### config.mk
export PLATFORM = sky130hd
export DESIGN_NAME = wfbrop_div
export DESIGN_NICKNAME = d
export VERILOG_FILES = /design/src/rtl/wfbrop_pkg.sv /design/src/rtl/wfbrop_div.sv
export SDC_FILE = /design/constraint.sdc
export NUM_CORES = 1
export LEC_CHECK = 0
export BUFFER_PORTS_ARGS = -buffer_cell sky130_fd_sc_hd__buf_2
export CAP_MARGIN = 20
export CORE_MARGIN = 5
export CORE_UTILIZATION = 40
export CTS_BUF_LIST = sky130_fd_sc_hd__clkbuf_4 sky130_fd_sc_hd__clkbuf_8
export CTS_CLUSTER_SIZE = 30
export DETAILED_ROUTE_END_ITERATION = 7
export HOLD_SLACK_MARGIN = 0.05
export SYNTH_ARGS = -nofsm -noshare
export SYNTH_HDL_FRONTEND = slang
export SYNTH_SLANG_ARGS = --single-unit
### constraint.sdc
create_clock -name clk -period 2.5 [get_ports clk]
set_input_delay 0.25 -clock clk [delete_from_list [all_inputs] [get_ports clk]]
set_output_delay 0.25 -clock clk [all_outputs]
set_load 0.01 [all_outputs]
### src/rtl/wfbrop_pkg.sv
package wfbrop_pkg;

  // Largest frame side in pixels; the frame store holds MAX_DIM * MAX_DIM bytes.
  localparam int MAX_DIM     = 256;
  localparam int STORE_DEPTH = MAX_DIM * MAX_DIM;
  localparam int ADDR_W      = $clog2(STORE_DEPTH);
  // Wide enough to hold MAX_DIM itself.
  localparam int DIM_W       = $clog2(MAX_DIM + 1);

  // Field widths.
  localparam int CFG_W      = 9;
  localparam int ROP_W      = 3;
  localparam int IDX_W      = 3;
  localparam int OFFSET_W   = 16;
  localparam int PIX_W      = 8;
  localparam int STATUS_W   = 2;
  localparam int AREA_W     = 2 * CFG_W;
  localparam int ROW_W      = OFFSET_W + 1;
  localparam int COL_W      = CFG_W + 1;
  localparam int DIV_STEPS  = OFFSET_W;
  localparam int DIV_CNT_W  = $clog2(DIV_STEPS);

  localparam logic [PIX_W-1:0] PIX_MAX    = 8'hFF;
  localparam logic [PIX_W-1:0] RESET_BYTE = 8'h30;

  // Access kinds.
  localparam logic OP_READ  = 1'b0;
  localparam logic OP_WRITE = 1'b1;

  // Result status codes.
  localparam logic [STATUS_W-1:0] STATUS_DONE    = 2'd0;
  localparam logic [STATUS_W-1:0] STATUS_BEYOND  = 2'd1;
  localparam logic [STATUS_W-1:0] STATUS_OUTSIDE = 2'd2;

  // Configuration register indexes.
  localparam logic [IDX_W-1:0] REG_FB_WIDTH  = 3'd0;
  localparam logic [IDX_W-1:0] REG_FB_HEIGHT = 3'd1;
  localparam logic [IDX_W-1:0] REG_WIN_X     = 3'd2;
  localparam logic [IDX_W-1:0] REG_WIN_Y     = 3'd3;
  localparam logic [IDX_W-1:0] REG_WIN_W     = 3'd4;
  localparam logic [IDX_W-1:0] REG_WIN_H     = 3'd5;
  localparam logic [IDX_W-1:0] REG_RASTER_OP = 3'd6;

  // Raster operation codes; the two unused codes behave as set.
  localparam logic [ROP_W-1:0] ROP_SET = 3'd0;
  localparam logic [ROP_W-1:0] ROP_ADD = 3'd1;
  localparam logic [ROP_W-1:0] ROP_SUB = 3'd2;
  localparam logic [ROP_W-1:0] ROP_AND = 3'd3;
  localparam logic [ROP_W-1:0] ROP_OR  = 3'd4;
  localparam logic [ROP_W-1:0] ROP_XOR = 3'd5;

  // Divider request and response.
  typedef struct packed {
    logic                start;
    logic [OFFSET_W-1:0] dividend;
    logic [CFG_W-1:0]    divisor;
  } div_req_t;

  typedef struct packed {
    logic                done;
    logic [OFFSET_W-1:0] quo;
    logic [CFG_W-1:0]    rem;
  } div_rsp_t;

  // Frame store access.
  typedef struct packed {
    logic              rd_en;
    logic              wr_en;
    logic [ADDR_W-1:0] addr;
    logic [PIX_W-1:0]  wdata;
  } store_req_t;

endpackage

### src/rtl/wfbrop_div.sv
// Restoring divider: one quotient bit per cycle.
module wfbrop_div import wfbrop_pkg::*; (
  input  logic     clk,
  input  logic     rst_n,
  input  div_req_t req,
  output div_rsp_t rsp
);

  logic                 busy_r;
  logic                 done_r;
  logic [DIV_CNT_W-1:0] cnt_r;
  logic [OFFSET_W-1:0]  quo_r;
  logic [CFG_W-1:0]     rem_r;
  logic [CFG_W-1:0]     dvs_r;

  logic [CFG_W:0]       rem_shift;
  logic [CFG_W:0]       rem_diff;
  logic                 fits;

  // One trial subtraction of the divisor from the shifted partial remainder.
  always_comb begin
    rem_shift = {rem_r, quo_r[OFFSET_W-1]};
    rem_diff  = rem_shift - {1'b0, dvs_r};
    fits      = (rem_shift >= {1'b0, dvs_r});
  end

  // Control: busy while the quotient bits shift in, then a single-cycle done.
  always_ff @(posedge clk) begin
    if (!rst_n) begin
      busy_r <= 1'b0;
      done_r <= 1'b0;
      cnt_r  <= '0;
    end else begin
      done_r <= 1'b0;
      if (req.start) begin
        busy_r <= 1'b1;
        cnt_r  <= DIV_CNT_W'(DIV_STEPS - 1);
      end else if (busy_r) begin
        cnt_r <= cnt_r - 1'b1;
        if (cnt_r == '0) begin
          busy_r <= 1'b0;
          done_r <= 1'b1;
        end
      end
    end
  end

  // Datapath: the quotient shifts in where the dividend shifts out.
  always_ff @(posedge clk) begin
    if (req.start) begin
      quo_r <= req.dividend;
      rem_r <= '0;
      dvs_r <= req.divisor;
    end else if (busy_r) begin
      quo_r <= {quo_r[OFFSET_W-2:0], fits};
      rem_r <= fits ? rem_diff[CFG_W-1:0] : rem_shift[CFG_W-1:0];
    end
  end

  assign rsp.done = done_r;
  assign rsp.quo  = quo_r;
  assign rsp.rem  = rem_r;

endmodule

==> results of run 1 <==
## through the flow
stage	instances	total power, mW	util	area, µm²
5_1_grt	306	1.75	0.502	2550
4_1_cts	303	1.67	0.498	2520
2_1_floorplan	175	1.02	-	2060
3_3_place_gp	295	1.13	0.475	2410
3_5_place_dp	295	1.13	0.475	2410
6_report	306	1.66	0.502	2550
## critical path: cells and delay by family, from the launching register on
family,cells,cell delay [ns]
flip-flops,1,0.42
buffers and inverters,3,0.31
adder cells (fa/ha/maj),2,0.58
AO/OA/AOI/OAI,4,0.70
multiplexers,1,0.18
## what timing repair did
item                                    4_1_cts  5_1_grt
setup buffers                                 0        3
gates resized for setup                       0        0
endpoints found under the setup margin        0        8
hold endpoints to repair                      0        0
## registers in the layout (all words and copies together) (netlist names)
signal	count
busy_r	1
dvs_r	9
cnt_r	4
done_r	1
quo_r	16
rem_r	9
## layout make-up
cell class | instances | area [µm²] | area share
clock buffer | 5 | 68.8 | 0.0270
inverter | 14 | 52.6 | 0.0206
timing repair buffer | 60 | 318 | 0.125
sequential | 40 | 1050 | 0.413
clock inverter | 3 | 46.3 | 0.0182
multi-input combinational | 114 | 923 | 0.362
tap | 70 | 87.6 | 0.0344
## power breakdown
| group | total [mW] | switching, mW | leakage (nW) | internal [mW] |
|---|---|---|---|---|
| clock | 0.538 | 0.237 | 0.0548 | 0.301 |
| sequential | 0.797 | 0.0320 | 0.373 | 0.765 |
| combinational | 0.322 | 0.172 | 0.683 | 0.150 |
## layer usage
metal,part of all wire,routed length (µm)
met1,0.45,1910
met2,0.49,2080
met3,0.044,187
met4,0.010,44
met5,0,0
## logic make-up (layout without fill, tap and decap cells)
family          after synthesis  count (layout)
xor+xnor                      7               7
flops                        40              40
fa+ha+maj                    11              11
buf+inv                      21              82
compound gates               39              39
mux                          20              20
simple gates                 37              37
## how the worst max path moves through the flow
stage,start,end,slack (ns)
after floorplan,quo_r[15],rem_r[0],0.19
after global placement,quo_r[15],rem_r[1],0.12
after detailed placement,quo_r[15],rem_r[1],0.05
after CTS,quo_r[15],rem_r[0],0.05
after global routing,quo_r[15],rem_r[1],0.02
final,quo_r[15],rem_r[1],0.19
## cells in the final DEF, fill, tap and decap left out, types with 2 or more instances in the layout
cell | netlist | final
edfxtp_1 | 25 | 25
nor2b_1 | 3 | 3
inv_1 | 14 | 14
a211oi_1 | 2 | 2
nor3_1 | 2 | 2
buf_2 | 0 | 53
o21bai_1 | 2 | 2
xor2_1 | 5 | 5
nor2_1 | 13 | 13
a311oi_2 | 2 | 2
o21ai_0 | 7 | 7
dfxtp_1 | 15 | 15
clkbuf_8 | 0 | 5
nand2_1 | 10 | 10
mux2_2 | 16 | 16
o31ai_1 | 3 | 3
o21a_1 | 6 | 6
buf_4 | 1 | 7
mux2i_1 | 4 | 4
ha_1 | 10 | 10
xnor2_1 | 2 | 2
a21oi_1 | 4 | 4
nand3_1 | 2 | 2
==> metrics.cfg, run 1 <==
[layout]
layout-drive-gt1-share = 0.390
fillers = 498
synthToLayoutAreaGrowth_pct = 23.4
fin_nets = 274
n_antenna_cell = 0

[synth]
synth_top_family_by_area = compound AO/OA/AOI/OAI gates
syn_nets = 214
synthMuxAreaShare = 0.107
synth_warnings = 0
syn-instance-count = 175
yosysMostFrequentCell = edfxtp_1
synthAdderAreaFrac = 0.0703
synth_ff_type = edfxtp_1
ys_async_sr_fraction = 0
syn_area_um2 = 2060
synth_edf_count = 25
ys_types = 45
synth_common_cells = 25 x edfxtp_1, 16 x mux2_2, 15 x dfxtp_1
ys_ff_latch = 40
synth-compound-area-share = 0.155
ys_top_cells_by_area = edfxtp_1 36%, dfxtp_1 15%, mux2_2 8.7%
synth_area_per_cell_um2 = 11.8
yosysSeqAreaShare = 0.509
synth_xor_area_frac = 0.0297
synth_top_area_share = 0.364
synth_area_leader_cell = edfxtp_1
yosys.area_share.simple = 0.0861

[min_path]
hold_class = in2reg
whs_path_depth = 1
hold_start = req[5]
hold_path_end = dvs_r[5]

[power]
p_per_area_nw_per_um2 = 650
p_leak_nw = 1.11
ir_drop_v = 0.000327

[floorplanning]
start_util = 0.407
design.die.area_um2 = 6700
core_area_um2 = 5070
ios = 54
std_cell_rows = 26
die_x_um = 81.8
dieHeight_um = 81.8

[sta]
timing.fmax_mhz = 432
setup_viol = 0
fin_crit_ns = 2.31
fin_tns_setup_ns = 0
slew_headroom = 0.605
hold_viol_final = 0
fin_crit_sh = 0.925
skew_ns = 0.00322
slew_viol_final = 0
tightest_slew_ns = 0.592
worst_slack_ns = 0.187
rsz0062_at_grt = false
whs_ns = 0.129

[global_route]
grt.busiest_layer = met2
grt_pass1_wl_mm = 7.04
grt_max_degree = 38
use_met3 = 0.0318
grt_use_total = 0.137
use_met1 = 0.177
grt_use_met2 = 0.229
grt_pass1_vias = 1474
grt_overflow = 0
antenna_found_initial = 0

[clocking]
numClockSinks = 40
cts_buffer_depth = 2
cts-root-buf = clkbuf_8
cts-htree-levels = 2
clk_pin_slew_ns = 0.08
holdBufCountCts = 0
cts_tree = done
insertion_delay_ns = 0.29
numCtsBuffers = 5

[setup_path]
arrival_ns = 2.48
r2r_cells = 10
crit_path_start_kind = register
slowest_delay_ns = 0.42
path_cells = inv_1, ha_1, inv_1, fa_1, a211oi_2, o21ai_2, a31oi_4, buf_4, mux2i_1, a211oi_1
endpoint_kind = register
r2r_slack_ns = 0.19
cp_data_required_time_ns = 2.66
critical_path_class = reg2reg
r2r_start = quo_r[15]
slowest_stage = edfxtp_1
cp_max_fo = 6
r2r-end = rem_r[1]
cpMostUsedCell = inv_1

[placed_design]
globalplace.congestion = 0.764
dp_worst_setup_slack_ns = 0.0507
dp_hpwl_mm = 3.10
portBuffers = 53

[detailed_routing]
via_count = 1501
drt_iter0_markers = 83
dr.pass1.iters = 4
wl_per_cell_um = 13.8
wl_mm = 4.22
viasPerCell = 4.91
drc = 0
ant_nets = 0

[run_status]
status = finished, final reports clean

[flow_run]
max_cap_violations = 0

No activity file was read; power rests on OpenSTA's default activity.
==> inputs of run 2 (changes only) <==
--- a/config.mk
+++ b/config.mk
@@ -5,14 +5,16 @@
 export SDC_FILE = /design/constraint.sdc
 export NUM_CORES = 1
 export LEC_CHECK = 0
+export ABC_AREA = 1
 export BUFFER_PORTS_ARGS = -buffer_cell sky130_fd_sc_hd__buf_2
 export CAP_MARGIN = 20
+export CORE_ASPECT_RATIO = 0.9
 export CORE_MARGIN = 5
 export CORE_UTILIZATION = 40
 export CTS_BUF_LIST = sky130_fd_sc_hd__clkbuf_4 sky130_fd_sc_hd__clkbuf_8
 export CTS_CLUSTER_SIZE = 30
 export DETAILED_ROUTE_END_ITERATION = 7
-export HOLD_SLACK_MARGIN = 0.05
+export HOLD_SLACK_MARGIN = 0.12
 export SYNTH_ARGS = -nofsm -noshare
 export SYNTH_HDL_FRONTEND = slang
 export SYNTH_SLANG_ARGS = --single-unit
==> run 2 against run 1 <==
  * Hold slack better by 0.0062 ns
  * Global-route usage up 0.59 points
  * Non-clock buffer count down 4
  * Via count up 22%
  * Flip-flop and latch count unchanged
  * Area after synthesis up 4.4%
  * Synthesized cell count up 49%
  * Worst setup slack better by 0.23 ns
  * Sequential share of layout area down 0.64 points
  * Die area up 3.9%
  * Final cell count up 26%
  * Final area up 1.6%
==> metrics.cfg, run 2 <==
[run_status]
status = finished, final reports clean

[detailed_routing]
drt_iter0_markers = 95
drc = 0
ant_nets = 0
wl_mm = 4.89
wl_per_cell_um = 12.7
viasPerCell = 4.74
dr.pass1.iters = 4
via_count = 1825

[sta]
slew_viol_final = 0
whs_ns = 0.135
fin_tns_setup_ns = 0
rsz0062_at_grt = false
setup_viol = 0
fin_crit_ns = 2.08
fin_crit_sh = 0.832
slew_headroom = 0.479
tightest_slew_ns = 0.780
skew_ns = 0.00645
timing.fmax_mhz = 481
hold_viol_final = 0

[placed_design]
postPlaceCellArea_um2 = 2480
globalplace.congestion = 0.837
portBuffers = 53
dp_hpwl_mm = 3.66

[layout]
stdcell_area_um2 = 2590
final_util = 0.492
layout-drive-gt1-share = 0.245
synthToLayoutAreaGrowth_pct = 20.1
final_common_cell = nand2_1
n_antenna_cell = 0
layout_common_cells = 89 x nand2_1, 53 x buf_2, 41 x inv_1
top_regs = quo_r: 16 flops, dvs_r: 9 flops, rem_r: 9 flops
regMostFlops = quo_r
largest_reg_flops = 16
fin_nets = 356

[min_path]
hold_start = req[2]
hold_class = in2reg

[global_route]
grt.busiest_layer = met2
grt_use_total = 0.143
grt_pass1_vias = 1676
grt_overflow = 0
grt_max_degree = 30
use_met1 = 0.197
grt_pass1_wl_mm = 7.77
grt_use_met2 = 0.223
use_met3 = 0.0330
antenna_found_initial = 0

[synth]
synth_common_cells = 89 x nand2_1, 41 x inv_1, 25 x edfxtp_1
ys_top_cells_by_area = edfxtp_1 35%, nand2_1 16%, dfxtp_1 14%
ys_async_sr_fraction = 0
yosysSeqAreaShare = 0.488
synth_top_area_share = 0.348
synth_warnings = 0
synth_area_leader_cell = edfxtp_1
synth_edf_count = 25
syn_nets = 299
synth_ff_type = edfxtp_1
ys_types = 29
synth_area_per_cell_um2 = 8.29
syn-instance-count = 260
syn_area_um2 = 2150
ys_ff_latch = 40
yosysMostFrequentCell = nand2_1

[clocking]
insertion_delay_ns = 0.29
numClockSinks = 40
cts-htree-levels = 2
cts_resized = 0
cts_setup_buffers = 0
clk_pin_slew_ns = 0.08
holdBufCountCts = 0
cts_buffer_depth = 2
numCtsBuffers = 5
cts-root-buf = clkbuf_8
cts_tree = done

[setup_path]
r2r-end = rem_r[0]
cp_max_fo = 12
slowest_stage = fa_1
arrival_ns = 2.29
r2r_start = quo_r[15]
r2r_slack_ns = 0.42
path_cells = inv_1, ha_1, inv_1, fa_1, nand2_1, nand3_2, nand2_2, nand2_2, nand2_1, nand3_1, o21ai_1
crit_path_start_kind = register
cp_data_required_time_ns = 2.71
critical_path_class = reg2reg
path_buf_inv = 2
endpoint = rem_r[0]
cp_num_cells = 11
startpoint = quo_r[15]
cp_top_family = simple AND/OR/NAND/NOR gates
endpoint_kind = register
r2r_cells = 11
slowest_delay_ns = 0.42

[floorplanning]
design.die.area_um2 = 6960
std_cell_rows = 25
die_x_um = 87.4
start_util = 0.410
ios = 54
core_area_um2 = 5260
dieHeight_um = 79.6

[power]
ir_drop_v = 0.000300
p_per_area_nw_per_um2 = 604
p_leak_nw = 1.35
total_power_mw = 1.56

[flow_run]
max_cap_violations = 0

run 2: changes by cell type in the layout (fill, tap and decap cells not counted), moves of 5 or more:
cell,delta
nand2_1,+79
inv_1,+27
xor2_1,-5
o21a_1,-6
nand3_1,+20
nor2_1,-5
mux2_2,-16
run 2: worst reg2reg max path, delay by kind of cell (launching register included):
| kind | cells | cell delay, ns |
|---|---|---|
| and+or+nand+nor | 6 | 0.79 |
| adders and majority gates | 2 | 0.56 |
| DFF | 1 | 0.40 |
| buffers and inverters | 2 | 0.17 |
| AOI/OAI and AO/OA | 1 | 0.09 |
run 2: final cells by class:
class / instances / area (µm²)
fill: 519 / 2670
sequential: 40 / 1050
multi-input combinational: 172 / 901
timing repair buffer: 56 / 288
inverter: 42 / 158
tap: 67 / 83.8
clock buffer: 5 / 68.8
clock inverter: 3 / 37.5
run 2: kinds of logic (layout without fill, tap and decap cells):
kind of cell             count (synthesis)  after routing  share of synthesized area
AND/OR/NAND/NOR                        142            142                      0.292
buffers and inverters                   48            106                     0.0941
flip-flops                              40             40                      0.488
AO/OA/AOI/OAI                           16             16                     0.0465
adder cells (fa/ha/maj)                 11             11                     0.0674
XOR/XNOR                                 3              3                     0.0122
run 2: through the flow:
stage                     std cells  setup WS, ns
after floorplan                 260         0.653
after global placement          377         0.541
after detailed placement        377         0.444
after CTS                       385         0.424
after global routing            385         0.183
final                           385         0.421
run 2: where the power goes:
part / leakage, nW / internal, mW / switching (mW)
Combinational: 0.924 / 0.104 / 0.161
Clock: 0.0532 / 0.291 / 0.217
Sequential: 0.375 / 0.762 / 0.0270
Total: 1.35 / 1.16 / 0.405
run 2: metal layers:
metal | wire length [µm] | share of wire
met1 | 2360 | 0.48
met2 | 2280 | 0.47
met3 | 207 | 0.042
met4 | 40 | 0.0082
met5 | 0 | 0
run 2: worst min path at each step:
| stage | to | cells past startpoint |
|---|---|---|
| 6_report | dvs_r[2] | 1 |
| 5_1_grt | dvs_r[4] | 1 |
| 3_5_place_dp | dvs_r[7] | 1 |
| 3_3_place_gp | dvs_r[8] | 1 |
| 2_1_floorplan | dvs_r[0] | 0 |
| 4_1_cts | dvs_r[7] | 1 |
